<file path="src/hw/rtl/resp_request_stream_parser_assert.svh">
// ----------------------------------------------------------------------------
// resp_request_stream_parser_assert.svh
// assertion macros shared by the parser modules
// ----------------------------------------------------------------------------
`ifndef RESP_REQUEST_STREAM_PARSER_ASSERT_SVH
`define RESP_REQUEST_STREAM_PARSER_ASSERT_SVH

`ifndef ASSERT_OFF

// expression holds at every edge out of reset
`define RRSP_ASSERT(lbl, clk, rst, prop) \
  lbl: assert property (@(posedge clk) disable iff (rst) (prop)) \
    else $error("assertion failed");

// antecedent implies consequent in the same cycle
`define RRSP_ASSERT_IMPL(lbl, clk, rst, ante, cons) \
  lbl: assert property (@(posedge clk) disable iff (rst) (ante) |-> (cons)) \
    else $error("assertion failed");

// antecedent implies consequent in the next cycle
`define RRSP_ASSERT_NEXT(lbl, clk, rst, ante, cons) \
  lbl: assert property (@(posedge clk) disable iff (rst) (ante) |=> (cons)) \
    else $error("assertion failed");

`else

`define RRSP_ASSERT(lbl, clk, rst, prop)
`define RRSP_ASSERT_IMPL(lbl, clk, rst, ante, cons)
`define RRSP_ASSERT_NEXT(lbl, clk, rst, ante, cons)

`endif

`endif

</file>
<file path="src/hw/rtl/rrsp_pkg.sv">
// ----------------------------------------------------------------------------
// rrsp_pkg
// types, codes and constants of the request stream parser
// ----------------------------------------------------------------------------
package rrsp_pkg;

  localparam int LEN_BITS_DEFAULT    = 31;
  localparam int QUEUE_DEPTH_DEFAULT = 2;
  localparam int VALUE_W             = 31;
  localparam int KIND_W              = 3;

  localparam logic [7:0] CH_TAB    = 8'h09;
  localparam logic [7:0] CH_LF     = 8'h0A;
  localparam logic [7:0] CH_CR     = 8'h0D;
  localparam logic [7:0] CH_SPACE  = 8'h20;
  localparam logic [7:0] CH_DOLLAR = 8'h24;
  localparam logic [7:0] CH_STAR   = 8'h2A;
  localparam logic [7:0] CH_PLUS   = 8'h2B;
  localparam logic [7:0] CH_MINUS  = 8'h2D;
  localparam logic [7:0] CH_ZERO   = 8'h30;
  localparam logic [7:0] CH_NINE   = 8'h39;

  typedef enum logic [KIND_W-1:0] {
    KIND_COUNT = 3'd0,
    KIND_LEN   = 3'd1,
    KIND_BYTE  = 3'd2,
    KIND_END   = 3'd3,
    KIND_ERR   = 3'd4
  } kind_t;

  typedef enum logic [2:0] {
    PH_IDLE    = 3'd0,
    PH_NUM     = 3'd1,
    PH_PAYLOAD = 3'd2,
    PH_TRAIL1  = 3'd3,
    PH_TRAIL2  = 3'd4,
    PH_ELEM    = 3'd5
  } phase_t;

  // classified byte as it travels through the queue
  typedef struct packed {
    logic [7:0] data;
    logic       is_digit;
    logic       is_space;
    logic       is_cr;
    logic       is_lf;
    logic       is_plus;
    logic       is_minus;
    logic       is_star;
    logic       is_dollar;
  } tok_t;

endpackage

</file>
<file path="src/hw/rtl/rrsp_byte_if.sv">
// ----------------------------------------------------------------------------
// rrsp_byte_if
// valid/ready channel carrying one request byte per beat
// ----------------------------------------------------------------------------
interface rrsp_byte_if;
  logic       valid;
  logic       ready;
  logic [7:0] in_byte;

  modport source (output valid, output in_byte, input ready);
  modport sink   (input valid, input in_byte, output ready);
endinterface

</file>
<file path="src/hw/rtl/rrsp_result_if.sv">
// ----------------------------------------------------------------------------
// rrsp_result_if
// valid/ready channel carrying one parse result per beat
// ----------------------------------------------------------------------------
interface rrsp_result_if;
  logic        valid;
  logic        ready;
  logic [2:0]  kind;
  logic [30:0] value;
  logic        message_end;

  modport source (output valid, output kind, output value, output message_end,
                  input ready);
  modport sink   (input valid, input kind, input value, input message_end,
                  output ready);
endinterface

</file>
<file path="src/hw/rtl/rrsp_front.sv">
// ----------------------------------------------------------------------------
// rrsp_front
// accepts request bytes and classifies them for the parser back end
// ----------------------------------------------------------------------------
module rrsp_front
  import rrsp_pkg::*;
(
  rrsp_byte_if.sink stream,
  input  logic      queue_full,
  output logic      push,
  output tok_t      push_tok
);

  logic [7:0] b;

  assign b            = stream.in_byte;
  assign stream.ready = !queue_full;
  assign push         = stream.valid && !queue_full;

  always_comb begin
    push_tok.data      = b;
    push_tok.is_digit  = (b >= CH_ZERO) && (b <= CH_NINE);
    // atoi white space: space, tab, lf, vt, ff, cr
    push_tok.is_space  = (b == CH_SPACE) || ((b >= CH_TAB) && (b <= CH_CR));
    push_tok.is_cr     = (b == CH_CR);
    push_tok.is_lf     = (b == CH_LF);
    push_tok.is_plus   = (b == CH_PLUS);
    push_tok.is_minus  = (b == CH_MINUS);
    push_tok.is_star   = (b == CH_STAR);
    push_tok.is_dollar = (b == CH_DOLLAR);
  end

endmodule

</file>
<file path="src/hw/rtl/rrsp_queue.sv">
// ----------------------------------------------------------------------------
// rrsp_queue
// short fifo of classified bytes between front and back
// ----------------------------------------------------------------------------
`include "resp_request_stream_parser_assert.svh"

module rrsp_queue
  import rrsp_pkg::*;
#(
  parameter int DEPTH = QUEUE_DEPTH_DEFAULT
) (
  input  logic clk,
  input  logic rst,
  input  logic push,
  input  tok_t push_tok,
  output logic full,
  input  logic pop,
  output tok_t pop_tok,
  output logic empty
);

  localparam int PTR_W = (DEPTH > 1) ? $clog2(DEPTH) : 1;
  localparam int CNT_W = $clog2(DEPTH + 1);

  tok_t             slots [DEPTH];
  logic [PTR_W-1:0] wr_ptr;
  logic [PTR_W-1:0] rd_ptr;
  logic [CNT_W-1:0] count;

  assign full    = (count == CNT_W'(DEPTH));
  assign empty   = (count == '0);
  assign pop_tok = slots[rd_ptr];

  always_ff @(posedge clk) begin
    if (push) begin
      slots[wr_ptr] <= push_tok;
    end
  end

  always_ff @(posedge clk) begin
    if (rst) begin
      wr_ptr <= '0;
      rd_ptr <= '0;
      count  <= '0;
    end else begin
      if (push) begin
        wr_ptr <= (wr_ptr == PTR_W'(DEPTH - 1)) ? '0 : wr_ptr + 1'b1;
      end
      if (pop) begin
        rd_ptr <= (rd_ptr == PTR_W'(DEPTH - 1)) ? '0 : rd_ptr + 1'b1;
      end
      case ({push, pop})
        2'b10:   count <= count + 1'b1;
        2'b01:   count <= count - 1'b1;
        default: count <= count;
      endcase
    end
  end

  `RRSP_ASSERT(a_count_range, clk, rst, count <= CNT_W'(DEPTH))
  `RRSP_ASSERT_IMPL(a_no_overflow, clk, rst, push, !full)
  `RRSP_ASSERT_IMPL(a_no_underflow, clk, rst, pop, !empty)

endmodule

</file>
<file path="src/hw/rtl/rrsp_back.sv">
// ----------------------------------------------------------------------------
// rrsp_back
// header, payload and trailer state machine with registered result beat
// ----------------------------------------------------------------------------
`include "resp_request_stream_parser_assert.svh"

module rrsp_back
  import rrsp_pkg::*;
#(
  parameter int LEN_BITS = LEN_BITS_DEFAULT
) (
  input  logic           clk,
  input  logic           rst,
  input  tok_t           tok,
  input  logic           tok_valid,
  output logic           pop,
  rrsp_result_if.source  result
);

  localparam int WIDE_W = LEN_BITS + 4;

  phase_t              phase, phase_next;
  logic [LEN_BITS-1:0] accum, accum_next;
  logic                f_lead, f_lead_next;
  logic                f_stop, f_stop_next;
  logic                f_neg, f_neg_next;
  logic                prev_cr, prev_cr_next;
  logic [LEN_BITS-1:0] elements_left, elements_left_next;
  logic [LEN_BITS-1:0] bytes_left, bytes_left_next;
  logic                in_array, in_array_next;
  logic                error_latched, error_latched_next;

  logic                out_valid;
  kind_t               out_kind;
  logic [VALUE_W-1:0]  out_value;
  logic                out_end;

  logic                take;
  logic                emit;
  kind_t               emit_kind;
  logic [VALUE_W-1:0]  emit_value;
  logic                emit_end;
  logic [WIDE_W-1:0]   acc_ext;
  logic [WIDE_W-1:0]   acc_step;

  assign take = tok_valid && (!out_valid || result.ready);
  assign pop  = take;

  // accum * 10 + digit, top four bits flag overflow
  assign acc_ext  = WIDE_W'(accum);
  assign acc_step = (acc_ext << 3) + (acc_ext << 1) + WIDE_W'(tok.data[3:0]);

  always_comb begin
    phase_next         = phase;
    accum_next         = accum;
    f_lead_next        = f_lead;
    f_stop_next        = f_stop;
    f_neg_next         = f_neg;
    prev_cr_next       = prev_cr;
    elements_left_next = elements_left;
    bytes_left_next    = bytes_left;
    in_array_next      = in_array;
    error_latched_next = error_latched;
    emit               = 1'b0;
    emit_kind          = KIND_ERR;
    emit_value         = '0;
    emit_end           = 1'b0;

    if (take && !error_latched) begin
      unique case (phase)
        PH_IDLE: begin
          if (tok.is_star || tok.is_dollar) begin
            in_array_next      = tok.is_star;
            elements_left_next = '0;
            phase_next         = PH_NUM;
            accum_next         = '0;
            f_lead_next        = 1'b0;
            f_stop_next        = 1'b0;
            f_neg_next         = 1'b0;
            prev_cr_next       = 1'b0;
          end else begin
            error_latched_next = 1'b1;
            emit               = 1'b1;
            emit_kind          = KIND_ERR;
          end
        end
        PH_ELEM: begin
          // first byte of an element header is skipped
          phase_next   = PH_NUM;
          accum_next   = '0;
          f_lead_next  = 1'b0;
          f_stop_next  = 1'b0;
          f_neg_next   = 1'b0;
          prev_cr_next = tok.is_cr;
        end
        PH_NUM: begin
          if (prev_cr && tok.is_lf) begin
            prev_cr_next = 1'b0;
            emit         = 1'b1;
            emit_value   = VALUE_W'(accum);
            if (in_array && (elements_left == '0)) begin
              emit_kind = KIND_COUNT;
              if (accum == '0) begin
                in_array_next = 1'b0;
                phase_next    = PH_IDLE;
                emit_end      = 1'b1;
              end else begin
                elements_left_next = accum;
                phase_next         = PH_ELEM;
              end
            end else begin
              emit_kind       = KIND_LEN;
              bytes_left_next = accum;
              phase_next      = (accum == '0) ? PH_TRAIL1 : PH_PAYLOAD;
            end
          end else begin
            prev_cr_next = tok.is_cr;
            if (f_stop) begin
              // number already ended, wait for crlf
            end else if (!f_lead && tok.is_space) begin
              // leading white space
            end else if (!f_lead && (tok.is_plus || tok.is_minus)) begin
              f_lead_next = 1'b1;
              f_neg_next  = f_neg || tok.is_minus;
            end else if (!tok.is_digit) begin
              f_lead_next = 1'b1;
              f_stop_next = 1'b1;
            end else begin
              f_lead_next = 1'b1;
              if ((f_neg && (acc_step != '0)) ||
                  (acc_step[WIDE_W-1:LEN_BITS] != '0)) begin
                error_latched_next = 1'b1;
                emit               = 1'b1;
                emit_kind          = KIND_ERR;
              end else begin
                accum_next = acc_step[LEN_BITS-1:0];
              end
            end
          end
        end
        PH_PAYLOAD: begin
          if (bytes_left <= LEN_BITS'(1)) begin
            bytes_left_next = '0;
            phase_next      = PH_TRAIL1;
          end else begin
            bytes_left_next = bytes_left - 1'b1;
          end
          emit       = 1'b1;
          emit_kind  = KIND_BYTE;
          emit_value = VALUE_W'(tok.data);
        end
        PH_TRAIL1: begin
          phase_next = PH_TRAIL2;
        end
        PH_TRAIL2: begin
          emit      = 1'b1;
          emit_kind = KIND_END;
          if (in_array && (elements_left > LEN_BITS'(1))) begin
            elements_left_next = elements_left - 1'b1;
            phase_next         = PH_ELEM;
          end else begin
            elements_left_next = '0;
            in_array_next      = 1'b0;
            phase_next         = PH_IDLE;
            emit_end           = 1'b1;
          end
        end
        default: begin
          phase_next = PH_IDLE;
        end
      endcase
    end
  end

  always_ff @(posedge clk) begin
    if (rst) begin
      phase         <= PH_IDLE;
      accum         <= '0;
      f_lead        <= 1'b0;
      f_stop        <= 1'b0;
      f_neg         <= 1'b0;
      prev_cr       <= 1'b0;
      elements_left <= '0;
      bytes_left    <= '0;
      in_array      <= 1'b0;
      error_latched <= 1'b0;
    end else begin
      phase         <= phase_next;
      accum         <= accum_next;
      f_lead        <= f_lead_next;
      f_stop        <= f_stop_next;
      f_neg         <= f_neg_next;
      prev_cr       <= prev_cr_next;
      elements_left <= elements_left_next;
      bytes_left    <= bytes_left_next;
      in_array      <= in_array_next;
      error_latched <= error_latched_next;
    end
  end

  // output register, holds while the receiver stalls
  always_ff @(posedge clk) begin
    if (rst) begin
      out_valid <= 1'b0;
    end else if (emit) begin
      out_valid <= 1'b1;
    end else if (result.ready) begin
      out_valid <= 1'b0;
    end
  end

  always_ff @(posedge clk) begin
    if (emit) begin
      out_kind  <= emit_kind;
      out_value <= emit_value;
      out_end   <= emit_end;
    end
  end

  assign result.valid       = out_valid;
  assign result.kind        = out_kind;
  assign result.value       = out_value;
  assign result.message_end = out_end;

  `RRSP_ASSERT_IMPL(a_single_has_no_elems, clk, rst, !in_array, elements_left == '0)
  `RRSP_ASSERT_IMPL(a_elem_in_array, clk, rst, phase == PH_ELEM,
                    in_array && (elements_left != '0))
  `RRSP_ASSERT_NEXT(a_quiet_after_error, clk, rst,
                    error_latched && !(out_valid && !result.ready), !out_valid)
  `RRSP_ASSERT_IMPL(a_error_no_end, clk, rst, out_valid && (out_kind == KIND_ERR),
                    !out_end && (out_value == '0))

endmodule

</file>
<file path="src/hw/rtl/resp_request_stream_parser.sv">
// ----------------------------------------------------------------------------
// resp_request_stream_parser
// streaming parser for client request messages (bulk strings and arrays)
//
// stream: one raw request byte per beat, valid/ready.
// result: one parse event per beat: array count, bulk length, payload byte,
//   element end or error, with message_end on the last event of a message.
// a byte accepted from stream passes through the byte queue and the back-end
//   state machine into the registered result beat; bytes that only advance
//   the header, and the first trailer byte, give no result.
// throughput is one byte per cycle while result does not stall; the back-end
//   state machine takes one step per byte (header digit accumulate is a shift-add per byte).
// a two-entry byte queue sits between the classifier and the state machine;
//   when result stalls the output register holds, the back end stops, the
//   queue fills and stream.ready drops once it is full.
// after an error result, every later byte is accepted and dropped until rst.
// rst (synchronous) empties the queue, drops any pending result and returns
//   the parser to waiting for a type byte with the error flag cleared.
// ----------------------------------------------------------------------------
module resp_request_stream_parser
  import rrsp_pkg::*;
#(
  parameter int LEN_BITS    = LEN_BITS_DEFAULT,
  parameter int QUEUE_DEPTH = QUEUE_DEPTH_DEFAULT
) (
  input  logic          clk,
  input  logic          rst,
  rrsp_byte_if.sink     stream,
  rrsp_result_if.source result
);

  logic push;
  tok_t push_tok;
  logic queue_full;
  logic pop;
  tok_t pop_tok;
  logic queue_empty;

  rrsp_front u_front (
    .stream     (stream),
    .queue_full (queue_full),
    .push       (push),
    .push_tok   (push_tok)
  );

  rrsp_queue #(
    .DEPTH (QUEUE_DEPTH)
  ) u_queue (
    .clk      (clk),
    .rst      (rst),
    .push     (push),
    .push_tok (push_tok),
    .full     (queue_full),
    .pop      (pop),
    .pop_tok  (pop_tok),
    .empty    (queue_empty)
  );

  rrsp_back #(
    .LEN_BITS (LEN_BITS)
  ) u_back (
    .clk       (clk),
    .rst       (rst),
    .tok       (pop_tok),
    .tok_valid (!queue_empty),
    .pop       (pop),
    .result    (result)
  );

endmodule

</file>
<file path="src/flat_wrapper.sv">
// flat-port wrapper written by rule: the top's interface ports become plain ports
module resp_request_stream_parser_flat import rrsp_pkg::*;
#(
  parameter int LEN_BITS    = LEN_BITS_DEFAULT,
  parameter int QUEUE_DEPTH = QUEUE_DEPTH_DEFAULT
)
  (clk, rst, stream_valid, stream_in_byte, stream_ready, result_valid, result_kind, result_value, result_message_end, result_ready);
  rrsp_byte_if stream_i ();
  rrsp_result_if result_i ();
  input  logic clk;
  input  logic rst;
  input wire logic [$bits(stream_i.valid)-1:0] stream_valid;
  input wire logic [$bits(stream_i.in_byte)-1:0] stream_in_byte;
  output wire logic [$bits(stream_i.ready)-1:0] stream_ready;
  output wire logic [$bits(result_i.valid)-1:0] result_valid;
  output wire logic [$bits(result_i.kind)-1:0] result_kind;
  output wire logic [$bits(result_i.value)-1:0] result_value;
  output wire logic [$bits(result_i.message_end)-1:0] result_message_end;
  input wire logic [$bits(result_i.ready)-1:0] result_ready;
  assign stream_i.valid = stream_valid;
  assign stream_i.in_byte = stream_in_byte;
  assign stream_ready = stream_i.ready;
  assign result_valid = result_i.valid;
  assign result_kind = result_i.kind;
  assign result_value = result_i.value;
  assign result_message_end = result_i.message_end;
  assign result_i.ready = result_ready;
  resp_request_stream_parser #(.LEN_BITS(LEN_BITS), .QUEUE_DEPTH(QUEUE_DEPTH)) u_core (.clk(clk), .rst(rst), .stream(stream_i), .result(result_i));
endmodule
</file>
<file path="config.mk">
export PLATFORM = sky130hd
export DESIGN_NAME = resp_request_stream_parser_flat
export DESIGN_NICKNAME = d
export VERILOG_FILES = /design/src/hw/rtl/rrsp_pkg.sv /design/src/hw/rtl/rrsp_byte_if.sv /design/src/hw/rtl/rrsp_result_if.sv /design/src/hw/rtl/rrsp_front.sv /design/src/hw/rtl/rrsp_queue.sv /design/src/hw/rtl/rrsp_back.sv /design/src/hw/rtl/resp_request_stream_parser.sv /design/src/flat_wrapper.sv
export VERILOG_INCLUDE_DIRS = /design/src /design/src/hw/rtl
export SDC_FILE = /design/constraint.sdc
export NUM_CORES = 1
export LEC_CHECK = 0
export ABC_AREA = 1
export BUFFER_PORTS_ARGS = -buffer_cell sky130_fd_sc_hd__buf_2
export CAP_MARGIN = 20
export CORE_UTILIZATION = 35
export CTS_BUF_LIST = sky130_fd_sc_hd__clkbuf_4
export CTS_CLUSTER_DIAMETER = 200
export CTS_CLUSTER_SIZE = 14
export DETAILED_ROUTE_END_ITERATION = 10
export PLACE_DENSITY = 0.47
export SYNTH_ARGS = -nofsm -noshare
export SYNTH_HDL_FRONTEND = slang
export SYNTH_SLANG_ARGS = --single-unit
</file>
<file path="constraint.sdc">
create_clock -name clk -period 5.4 [get_ports clk]
set_clock_uncertainty 0.15 [all_clocks]
set_input_delay 0 -clock clk [delete_from_list [all_inputs] [get_ports clk]]
set_output_delay 0 -clock clk [all_outputs]
set_load 0.05 [all_outputs]
</file>
==> results of run 1 <==
## power by group through the flow
stage	Combinational [mW]	Sequential, mW	Clock [mW]
2_1_floorplan	1.88	2.20	0
6_report	2.89	1.84	0.719
3_5_place_dp	2.86	1.86	0
5_1_grt	3.20	1.87	0.796
4_1_cts	2.89	1.84	0.745
3_3_place_gp	2.86	1.87	0
## worst min path at each step
stage | startpoint | to
floorplan | stream_in_byte[2] | u_core.u_queue.slots[0][10]
global placement | stream_in_byte[6] | u_core.u_queue.slots[0][14]
detailed placement | stream_in_byte[6] | u_core.u_queue.slots[0][14]
CTS | stream_in_byte[2] | u_core.u_queue.slots[0][10]
global route | stream_in_byte[2] | u_core.u_queue.slots[1][10]
finish | stream_in_byte[2] | u_core.u_queue.slots[1][10]
## layout make-up
cell class / instances / area, um^2 / area share (%)
repair buffers: 79 / 536 / 4.16
clock inverters: 14 / 116 / 0.904
clock buffers: 18 / 135 / 1.05
multi-input cells: 1206 / 6530 / 50.7
inverters: 221 / 830 / 6.44
diodes: 1 / 2.50 / 0.0194
flip-flops and latches: 175 / 4170 / 32.4
well taps: 442 / 553 / 4.29
## state kept, by name (all words and copies together) (netlist names), 2 cells and up, named ones only
register / flops
u_core.u_back.bytes_left: 31
u_core.u_back.result.value: 31
u_core.u_back.accum: 31
u_core.u_queue.slots: 32
u_core.u_queue.count: 2
u_core.u_back.result.kind: 3
u_core.u_back.elements_left: 31
u_core.u_back.phase: 3
## synth_stat cells, types with 5 or more instances
cell type  number
buf_4           8
nand3_1        76
buf_2          14
dfxtp_1       108
inv_2          17
ha_1           68
nand2_2        13
nor2_1        174
o21ai_1         5
nand3b_1        5
a211oi_1        6
a221oi_1        6
nor2_2          6
o22ai_1        25
a21oi_1       135
nor3_1         59
inv_1         203
nand2_1       416
nand4_1        12
a31oi_1         8
or2_2           7
o21ai_0        52
edfxtp_1       67
o221a_2        11
nor3_2          5
clkbuf_1       27
xnor2_1        18
xor2_1         41
nor4_1         19
## worst reg2reg max path, cell delays in order (launching register included)
cell and delay, ns:
dfxtp_1 0.39, inv_1 0.18, nand2_1 0.10, nand2_1 0.07, ha_1 0.30, ha_1 0.22, fa_1 0.41, nand2_1 0.08
nand2_1 0.11, nand3_1 0.11, nand2_1 0.08, nand2_1 0.10, nand2_1 0.12, nand2_1 0.11, nand3_1 0.06, nand2_1 0.09
nor2_1 0.05, nand2_1 0.06, nor2_1 0.04, nand2_1 0.10, nand2_2 0.08, nand2_4 0.11, nand3_1 0.08, nand2_1 0.09
nand2_1 0.08, inv_1 0.08, buf_4 0.34
## through the flow
stage	util, %	hold slack [ns]	instances	setup slack, ns	instance area [um^2]
4_1_cts	39.1	0.0250	2154	1.23	12800
2_1_floorplan	-	-0.0511	1659	1.14	11800
3_3_place_gp	37.8	0.0599	2105	1.32	12400
5_1_grt	39.2	0.0702	2156	0.770	12900
6_report	39.2	0.0978	2156	1.26	12900
3_5_place_dp	37.8	0.0567	2105	1.26	12400
## logic make-up (layout without fill, tap and decap cells)
family	count (synthesis)	in the layout	synth area share (%)
simple gates	806	806	29.6
buf+inv	278	332	9.49
compound gates	267	267	13.3
flops	175	175	35.3
fa+ha+maj	70	70	7.54
xor+xnor	59	59	4.37
mux	4	4	0.339
other cells	0	1	0
## metal layers
metal	part of all wire [%]	wire length, um	track usage [%]
met2	46	16700	36.1
met5	0	0	0
met4	1.9	704	6.10
met3	2.9	1060	2.52
met1	49	17900	30.1
==> flow_summary.json, run 1 <==
{
  "timing.final.setup_violations": 0,
  "power.share.sequential_pct": 33.7,
  "grt_antenna_before_repair": 1,
  "grt_use_total_pct": 21.9,
  "clk-insertion-delay-late_ns": 0.60,
  "worst_r2r_endpoint": "u_core.u_back.result.value[30]",
  "worst_setup_path_endpoint": "u_core.u_back.result.value[30]",
  "fin_crit_sh_pct": 76.7,
  "slew_headroom_pct": 34.0,
  "grt_start_max_net_pins": 52,
  "maxCapViolations": 0,
  "area_growth_pct": 9.03,
  "yosys_register_bits": 175,
  "setup_tns_ns": 0,
  "h-tree-depth": 4,
  "syn_nets": 1741,
  "grt.overflow.total": 0,
  "crit_arrival_ns": 4.25,
  "crit_buf_inv": 3,
  "crit_path_end_kind": "register",
  "ios": 49,
  "peakVddDrop_mv": 0.286,
  "cell_count_after_synthesis": 1659,
  "worst_path_most_repeated_cell": "nand2_1",
  "achievable-frequency_mhz": 241,
  "synthTopCellsByArea": "dfxtp_1 18%, edfxtp_1 17%, nand2_1 13%",
  "synth_cell_types": 58,
  "initial_core_util_pct": 35.9,
  "floorplan.core_area_mm2": 0.0329,
  "cts_post_setup_buffers_inserted": 0,
  "crit_family": "simple AND/OR/NAND/NOR gates",
  "num-nets-final": 1782,
  "mostFrequentLayoutCells": "416 x nand2_1, 202 x inv_1, 173 x nor2_1",
  "number_of_resized_instances_in_the_post_cts_repair_step": 0,
  "wire_length_of_the_first_global_routing_pass_mm": 58.2,
  "setup_cp_type": "register to register",
  "pwr-share-comb_pct": 53.1,
  "crit_path_top_delay_cell": "fa_1",
  "cp.depth": 26,
  "hold_viol_final": 0,
  "worst-slew-pin-transition_ns": 0.985,
  "ant_nets": 0,
  "postRouteWirelength_mm": 36.3,
  "route.detailed.drc": 0,
  "gp_routability_congestion": 0.915,
  "synth_warnings": 0,
  "final_max_slew_viol_count": 0,
  "post-synth-top-area-cell": "dfxtp_1",
  "placementRows": 66,
  "detailedPlacementHpwl_mm": 27.2,
  "totalPowerFinal_mw": 5.45,
  "post_drt_wl_per_cell_um": 16.9,
  "total_cts_buffers": 17,
  "cts_sinks": 175,
  "critical-path-max-stage-delay_ns": 0.41,
  "final.fill_count": 3601,
  "hold_path_depth": 2,
  "port-buffer-count": 48,
  "drt_first_pass_iters": 5,
  "p_int_mw": 2.74,
  "power.density_cell_area_mw_per_mm2": 423,
  "holdCritPathClass": "input pin to register",
  "cp.required_ns": 5.51,
  "reg2reg_slack_ns": 1.26,
  "via_count_of_the_first_global_routing_pass": 10500,
  "syn-mean-instance-area_um2": 7.12,
  "synthDominantCellAreaShare_pct": 18.3,
  "sw_frac_of_total_pct": 49.7,
  "path_clk_slew_ns": 0.15,
  "unrepaired_setup_endpoints_after_global_routing": "false",
  "root_buffer": "clkbuf_4",
  "cts_tree": "yes",
  "leading_cell_type_in_the_layout_fill_and_taps_excluded": "nand2_1",
  "async_reset_ff_share_pct": 0,
  "run_status": "completed",
  "layout_min_cycle_time_ns": 4.14,
  "synth_edf_count": 67,
  "die_area_mm2": 0.0345,
  "power.net_switching_mw": 2.71,
  "viasPerCell": 5.06,
  "power_frac_clock_pct": 13.2,
  "crit_fanout": 27,
  "die_h_um": 186,
  "drive_above_1_share_pct": 10.2,
  "synth.yosys.seq_area_share_pct": 35.3,
  "floorplan.die.width_um": 186,
  "netlist_area_mm2": 0.0118,
  "synth_flop_cell": "dfxtp_1",
  "worstRegToRegCells": 26,
  "cts-root-to-sink-buffers": 2,
  "cts-hold-fix-buffers": 17,
  "drtIter0Drc": 913,
  "critPathLaunchType": "register",
  "routed-via-count": 10900,
  "total_leakage_power_nw": 5.90
}
Power figures use the tool's default switching activity.
==> run 2: changes to the inputs <==
--- a/config.mk
+++ b/config.mk
@@ -6,7 +6,7 @@
 export SDC_FILE = /design/constraint.sdc
 export NUM_CORES = 1
 export LEC_CHECK = 0
-export ABC_AREA = 1
+export ABC_AREA = 0
 export BUFFER_PORTS_ARGS = -buffer_cell sky130_fd_sc_hd__buf_2
 export CAP_MARGIN = 20
 export CORE_UTILIZATION = 35
==> constraint.sdc (replaced) <==
create_clock -name clk -period 4.26 [get_ports clk]
set_clock_uncertainty 0.15 [all_clocks]
set_input_delay 0 -clock clk [delete_from_list [all_inputs] [get_ports clk]]
set_output_delay 0 -clock clk [all_outputs]
set_load 0.05 [all_outputs]
==> run 2 against run 1 <==
Net effect:
- the run now ends with setup timing left
- clock-buffer cell count is 1 lower
- critical path depth is 10 lower
- non-clock buffer count grew 127
- first-iteration DRC count decreased by 34%
==> flow_summary.json, run 2 <==
{
  "total_cts_buffers": 17,
  "cts-root-to-sink-buffers": 2,
  "slew_headroom_pct": 38.0,
  "yosys_register_bits": 175,
  "crit_arrival_ns": 5.18,
  "grt_start_max_net_pins": 78,
  "path_clk_slew_ns": 0.18,
  "dpl_cell_area_mm2": 0.0122,
  "final.fill_count": 2958,
  "peakVddDrop_mv": 0.326,
  "grt.overflow.total": 0,
  "die_area_mm2": 0.0306,
  "largest_register_ffs": 32,
  "synth_edf_count": 67,
  "postRouteWirelength_mm": 32.0,
  "synth_flop_cell": "dfxtp_1",
  "ios": 49,
  "sequential_cell_area_mm2": 0.00418,
  "total_leakage_power_nw": 5.43,
  "port-buffer-count": 48,
  "multi_input_area_mm2": 0.00615,
  "worst_r2r_endpoint": "u_core.u_back.accum[2]",
  "critPathLaunchType": "register",
  "registers.top_by_ff_count": "u_core.u_queue.slots",
  "global_route.usage.met1_pct": 28.4,
  "timing.final.ws_setup_ns": -0.519,
  "mostFrequentLayoutCells": "159 x nor2_1, 129 x buf_4, 109 x nand2_1",
  "root_buffer": "clkbuf_4",
  "gp_routability_congestion": 0.848,
  "layout_min_cycle_time_ns": 4.78,
  "holdCritPathClass": "input pin to register",
  "design_area_mm2": 0.0128,
  "unrepaired_setup_endpoints_after_global_routing": "true",
  "preCtsSetupSlack_ns": -0.504,
  "die_h_um": 175,
  "routed-via-count": 9439,
  "worstRegToRegCells": 16,
  "floorplan.core_area_mm2": 0.0291,
  "final_max_slew_viol_count": 0,
  "power_frac_clock_pct": 18.1,
  "synth_cell_types": 65,
  "p_int_mw": 3.21,
  "drtIter0Drc": 605,
  "crit_family": "simple AND/OR/NAND/NOR gates",
  "run_status": "finished with violations",
  "placementRows": 62,
  "worst-slew-pin-transition_ns": 0.930,
  "wire_length_of_the_first_global_routing_pass_mm": 50.4,
  "detailedPlacementHpwl_mm": 23.3,
  "leading_cell_type_in_the_layout_fill_and_taps_excluded": "nor2_1",
  "grt_antenna_before_repair": 1,
  "post-synth-top-area-cell": "dfxtp_1",
  "power.share.sequential_pct": 36.4,
  "num-nets-final": 1438,
  "post_drt_wl_per_cell_um": 18.2,
  "route.detailed.drc": 0,
  "crit_path_top_delay_cell": "or4_1",
  "drive_above_1_share_pct": 19.1,
  "cell_count_after_synthesis": 1192,
  "hold-worst-slack_ns": 0.0399,
  "floorplan.die.width_um": 175,
  "violations": "setup timing",
  "crit_fanout": 15,
  "cp.required_ns": 4.66,
  "synthTopCellsByArea": "dfxtp_1 21%, edfxtp_1 19%, ha_1 8.1%",
  "worst_hold_path.endpoint": "u_core.u_queue.slots[1][9]",
  "timing.final.setup_violations": 68,
  "cts_sinks": 175,
  "critical-path-max-stage-delay_ns": 0.54,
  "h-tree-depth": 4,
  "critical_path.cell_chain": "mux2_2, ha_2, ha_4, fa_1, or4_1, or4_4, or4_4, nor4_4, and4bb_1, and3_4, buf_6, a21oi_4, nor4_4, buf_6, clkbuf_16, a22o_1",
  "hold_start": "stream_in_byte[1]",
  "power.net_switching_mw": 2.72,
  "grt_use_met3_pct": 2.37,
  "hold_viol_final": 0,
  "hold_path_depth": 2,
  "sw_frac_of_total_pct": 45.8,
  "synth_warnings": 0,
  "synth.yosys.seq_area_share_pct": 39.9,
  "initial_core_util_pct": 36.0,
  "area_growth_pct": 22.3,
  "reg2reg_slack_ns": -0.52,
  "fin_crit_sh_pct": 112,
  "via_count_of_the_first_global_routing_pass": 9090,
  "crit_path_end_kind": "register",
  "pwr-share-comb_pct": 45.5,
  "globalRoute.busiestLayer": "met2",
  "grt_util_met2_pct": 35.9,
  "async_reset_ff_share_pct": 0,
  "clk-insertion-delay-late_ns": 0.60,
  "synth.cells.most_frequent": "160 x nor2_1, 109 x nand2_1, 108 x dfxtp_1, 84 x a21oi_1, 70 x o21ai_0",
  "synthDominantCellAreaShare_pct": 20.7,
  "viasPerCell": 5.38,
  "maxCapViolations": 0,
  "grt_use_total_pct": 21.1,
  "cts_tree": "yes",
  "ant_nets": 0,
  "achievable-frequency_mhz": 209,
  "crit_buf_inv": 3,
  "setup_tns_ns": -30.21,
  "drt_first_pass_iters": 4,
  "setup_cp_type": "register to register",
  "syn_nets": 1274,
  "yosysMostFrequentCell": "nor2_1",
  "netlist_area_mm2": 0.0105,
  "syn-mean-instance-area_um2": 8.78,
  "power.density_cell_area_mw_per_mm2": 463,
  "totalPowerFinal_mw": 5.93
}
run 2: changes by cell type after synthesis, sizes merged, moves of 26 or more:
cell	delta
clkbuf	+26
a21oi	-56
a22o	+31
a22oi	+37
and2	+28
nand2	-321
nand3	-57
inv	-200
run 2: logic make-up (layout without fill, tap and decap cells):
logic type / count (synthesis) / after routing / synth area share, %
AND/OR/NAND/NOR: 458 / 458 / 20.6
flip-flops: 175 / 175 / 39.9
buffers and inverters: 81 / 258 / 3.30
XOR/XNOR: 68 / 68 / 5.69
multiplexers: 15 / 15 / 1.52
other: 0 / 3 / 0
AO/OA/AOI/OAI: 325 / 325 / 20.4
adder cells (fa/ha/maj): 70 / 70 / 8.52
run 2: repair_timing:
item                                    4_1_cts  5_1_grt
cloned                                        0        2
setup buffers                                 2        3
pin swaps                                     2        7
gates resized for setup                       6       10
hold buffers                                 17        0
endpoints found under the setup margin       68       68
endpoints found under the hold margin        96        0
run 2: worst max-delay path by stage:
stage	startpoint	endpoint	slack [ns]	cells after the start
6_report	register	u_core.u_back.accum[2]	-0.52	16
3_3_place_gp	register	u_core.u_back.result.value[21]	-0.41	15
4_1_cts	register	u_core.u_back.accum[29]	-0.50	14
5_1_grt	register	u_core.u_back.accum[8]	-0.61	16
3_5_place_dp	register	u_core.u_back.result.value[21]	-0.50	15
2_1_floorplan	register	u_core.u_back.result.kind[0]	-0.61	17
run 2: layout make-up:
cell class                 instances  share of cell area, %
clock inverter                    15                   1.46
sequential                       175                   32.7
antenna                            3                 0.0587
tap                              384                   3.76
multi-input combinational        936                   48.0
timing repair buffer             206                   12.5
clock buffer                      17                  0.997
inverter                          20                  0.587
run 2: power groups by stage:
stage / clock [mW] / sequential [mW] / combinational [mW]
4_1_cts: 1.10 / 2.15 / 2.67
3_3_place_gp: 0 / 2.19 / 2.63
3_5_place_dp: 0 / 2.19 / 2.63
2_1_floorplan: 0 / 2.44 / 1.66
6_report: 1.07 / 2.16 / 2.70
5_1_grt: 1.16 / 2.18 / 2.94
run 2: per-stage QoR:
step | util, % | std cells
6_report | 44.0 | 1756
3_5_place_dp | 41.8 | 1699
5_1_grt | 44.0 | 1755
4_1_cts | 43.6 | 1749
3_3_place_gp | 41.8 | 1699
2_1_floorplan | - | 1192
run 2: worst reg2reg max path: stages (launching register included):
cell       delay [ns]
dfxtp_4          0.43
mux2_2           0.36
ha_2             0.21
ha_4             0.17
fa_1             0.48
or4_1            0.54
or4_4            0.48
or4_4            0.45
nor4_4           0.13
and4bb_1         0.22
and3_4           0.20
buf_6            0.10
a21oi_4          0.07
nor4_4           0.28
buf_6            0.17
clkbuf_16        0.18
a22o_1           0.13
run 2: metal layers:
| metal | share of wire [%] | wire (um) |
|---|---|---|
| met1 | 48 | 15300 |
| met2 | 48 | 15300 |
| met3 | 2.6 | 846 |
| met4 | 1.7 | 551 |
| met5 | 0 | 0 |
==> run 3: changes to the inputs <==
--- a/config.mk
+++ b/config.mk
@@ -14,7 +14,7 @@
 export CTS_CLUSTER_DIAMETER = 200
 export CTS_CLUSTER_SIZE = 14
 export DETAILED_ROUTE_END_ITERATION = 10
-export PLACE_DENSITY = 0.47
+export PLACE_DENSITY = 0.55
 export SYNTH_ARGS = -nofsm -noshare
 export SYNTH_HDL_FRONTEND = slang
 export SYNTH_SLANG_ARGS = --single-unit
==> run 3 against run 2 <==
Net effect:
- the flow still finishes with violations (setup timing)
- flip-flop and latch count did not move
- die area did not move
- power fell by 1.9%
- sequential power barely moved
- sequential share of layout area rose by 0.16 points
- clock power fell by 8%
- combinational power barely moved
- highest routed layer unchanged
==> flow_summary.json, run 3 (synthesized netlist as in run 2, its figures left out) <==
{
  "drive_above_1_share_pct": 18.8,
  "viasPerCell": 5.38,
  "critical_path.cell_chain": "mux2i_4, fa_1, inv_2, fa_2, or4_1, or4_1, or4_4, nor4_2, and4bb_1, and3_4, buf_6, a21oi_4, o21ai_4, o31ai_4, buf_4, clkbuf_16",
  "maxCapViolations": 0,
  "clk-insertion-delay-late_ns": 0.62,
  "totalPowerFinal_mw": 5.81,
  "ant_nets": 0,
  "achievable-frequency_mhz": 215,
  "drt_first_pass_iters": 5,
  "preCtsSetupSlack_ns": -0.482,
  "setup_cp_type": "register to register",
  "floorplan.die.width_um": 175,
  "worst_r2r_endpoint": "u_core.u_back.result.value[30]",
  "sequential_cell_area_mm2": 0.00418,
  "area_growth_pct": 21.7,
  "critPathLaunchType": "register",
  "worst_hold_path.endpoint": "u_core.u_queue.slots[1][9]",
  "hold_start": "stream_in_byte[1]",
  "fin_crit_sh_pct": 109,
  "cts-root-to-sink-buffers": 2,
  "placed_cell_count": 1691,
  "run_status": "finished with violations",
  "root_buffer": "clkbuf_4",
  "postRouteWirelength_mm": 30.5,
  "setup_tns_ns": -23.65,
  "final_cell_count_without_fillers": 1750,
  "route.detailed.drc": 0,
  "h-tree-depth": 4,
  "via_count_of_the_first_global_routing_pass": 8818,
  "num-nets-final": 1434,
  "hold_path_depth": 2,
  "worst_path_most_repeated_cell": "or4_1",
  "grt_util_met2_pct": 31.6,
  "crit_family": "simple AND/OR/NAND/NOR gates",
  "multi_input_area_mm2": 0.00616,
  "registers.top_by_ff_count": "u_core.u_queue.slots",
  "cp.required_ns": 4.49,
  "post_drt_wl_per_cell_um": 17.4,
  "port-buffer-count": 48,
  "total_cts_buffers": 17,
  "final_max_slew_viol_count": 0,
  "critical-path-max-stage-delay_ns": 0.48,
  "grt_start_max_net_pins": 78,
  "drtIter0Drc": 594,
  "layout_min_cycle_time_ns": 4.65,
  "crit_buf_inv": 4,
  "initial_core_util_pct": 36.0,
  "crit_fanout": 9,
  "ios": 49,
  "final.fill_count": 2893,
  "wire_length_of_the_first_global_routing_pass_mm": 48.1,
  "gp_routability_congestion": 0.875,
  "routed-via-count": 9423,
  "slew_headroom_pct": 40.1,
  "reg2reg_slack_ns": -0.39,
  "grt_use_total_pct": 19.9,
  "largest_register_ffs": 32,
  "detailedPlacementHpwl_mm": 21.8,
  "power.density_cell_area_mw_per_mm2": 457,
  "grt_use_met3_pct": 2.98,
  "global_route.usage.met1_pct": 27.9,
  "die_area_mm2": 0.0306,
  "total_leakage_power_nw": 5.40,
  "placementRows": 62,
  "timing.final.setup_violations": 68,
  "crit_path_top_delay_cell": "or4_1",
  "holdCritPathClass": "input pin to register",
  "path_clk_slew_ns": 0.15,
  "violations": "setup timing",
  "die_h_um": 175,
  "crit_arrival_ns": 4.87,
  "grt_antenna_before_repair": 1,
  "cts_sinks": 175,
  "fin_util_pct": 43.8,
  "crit_path_end_kind": "register",
  "floorplan.core_area_mm2": 0.0291,
  "cts_tree": "yes",
  "leading_cell_type_in_the_layout_fill_and_taps_excluded": "nor2_1",
  "timing.final.ws_setup_ns": -0.386,
  "globalRoute.busiestLayer": "met2",
  "hold_viol_final": 0,
  "worst-slew-pin-transition_ns": 0.899,
  "grt.overflow.total": 0,
  "mostFrequentLayoutCells": "159 x nor2_1, 124 x buf_4, 109 x nand2_1",
  "worstRegToRegCells": 16,
  "unrepaired_setup_endpoints_after_global_routing": "true",
  "peakVddDrop_mv": 0.344
}
run 3: what timing repair did:
action | in CTS | in global routing
hold buffers | 17 | 0
pin swaps | 2 | 12
buffers inserted | 2 | 4
endpoints found under the setup margin | 68 | 68
cloned | 0 | 4
gates resized for setup | 9 | 21
endpoints found under the hold margin | 133 | 0
run 3: report_power, final:
group / internal [mW] / switching (mW)
clock: 0.352 / 0.630
combinational: 0.863 / 1.81
sequential: 2.00 / 0.160
run 3: per-layer routing:
metal / up-vias / part of all wire [%]
met2: 214 / 46
met4: 0 / 1.6
met3: 23 / 4.1
met5: - / 0
li1: 4704 / -
met1: 4482 / 48
run 3: final cells by class:
class / instances / area share [%]
multi-input combinational: 936 / 48.4
clock inverter: 14 / 1.11
clock buffer: 18 / 1.06
tap: 384 / 3.77
antenna: 1 / 0.0197
sequential: 175 / 32.8
inverter: 20 / 0.590
timing repair buffer: 202 / 12.2
run 3: how the worst max path moves through the flow:
stage	endpoint	slack, ns	start	depth (start not counted)
final	u_core.u_back.result.value[30]	-0.39	register	16
after global routing	u_core.u_back.accum[12]	-0.54	register	16
after CTS	u_core.u_back.accum[29]	-0.43	register	15
after detailed placement	u_core.u_back.accum[29]	-0.48	register	15
after global placement	u_core.u_back.accum[22]	-0.44	register	14
after floorplan	u_core.u_back.result.kind[0]	-0.61	register	17
run 3: through the flow:
stage                     hold slack (ns)  cell area, um^2
after floorplan                   -0.0511            10600
final                              0.0606            12700
after detailed placement           0.0799            12000
after global routing               0.0260            12700
after CTS                         0.00856            12500
after global placement             0.0801            12000
run 3: worst register-to-register path: stages (launching register included):
cell	delay (ns)
dfxtp_4	0.42
mux2i_4	0.25
fa_1	0.45
inv_2	0.08
fa_2	0.43
or4_1	0.48
or4_1	0.42
or4_4	0.44
nor4_2	0.13
and4bb_1	0.21
and3_4	0.20
buf_6	0.10
a21oi_4	0.08
o21ai_4	0.19
o31ai_4	0.09
buf_4	0.16
clkbuf_16	0.17
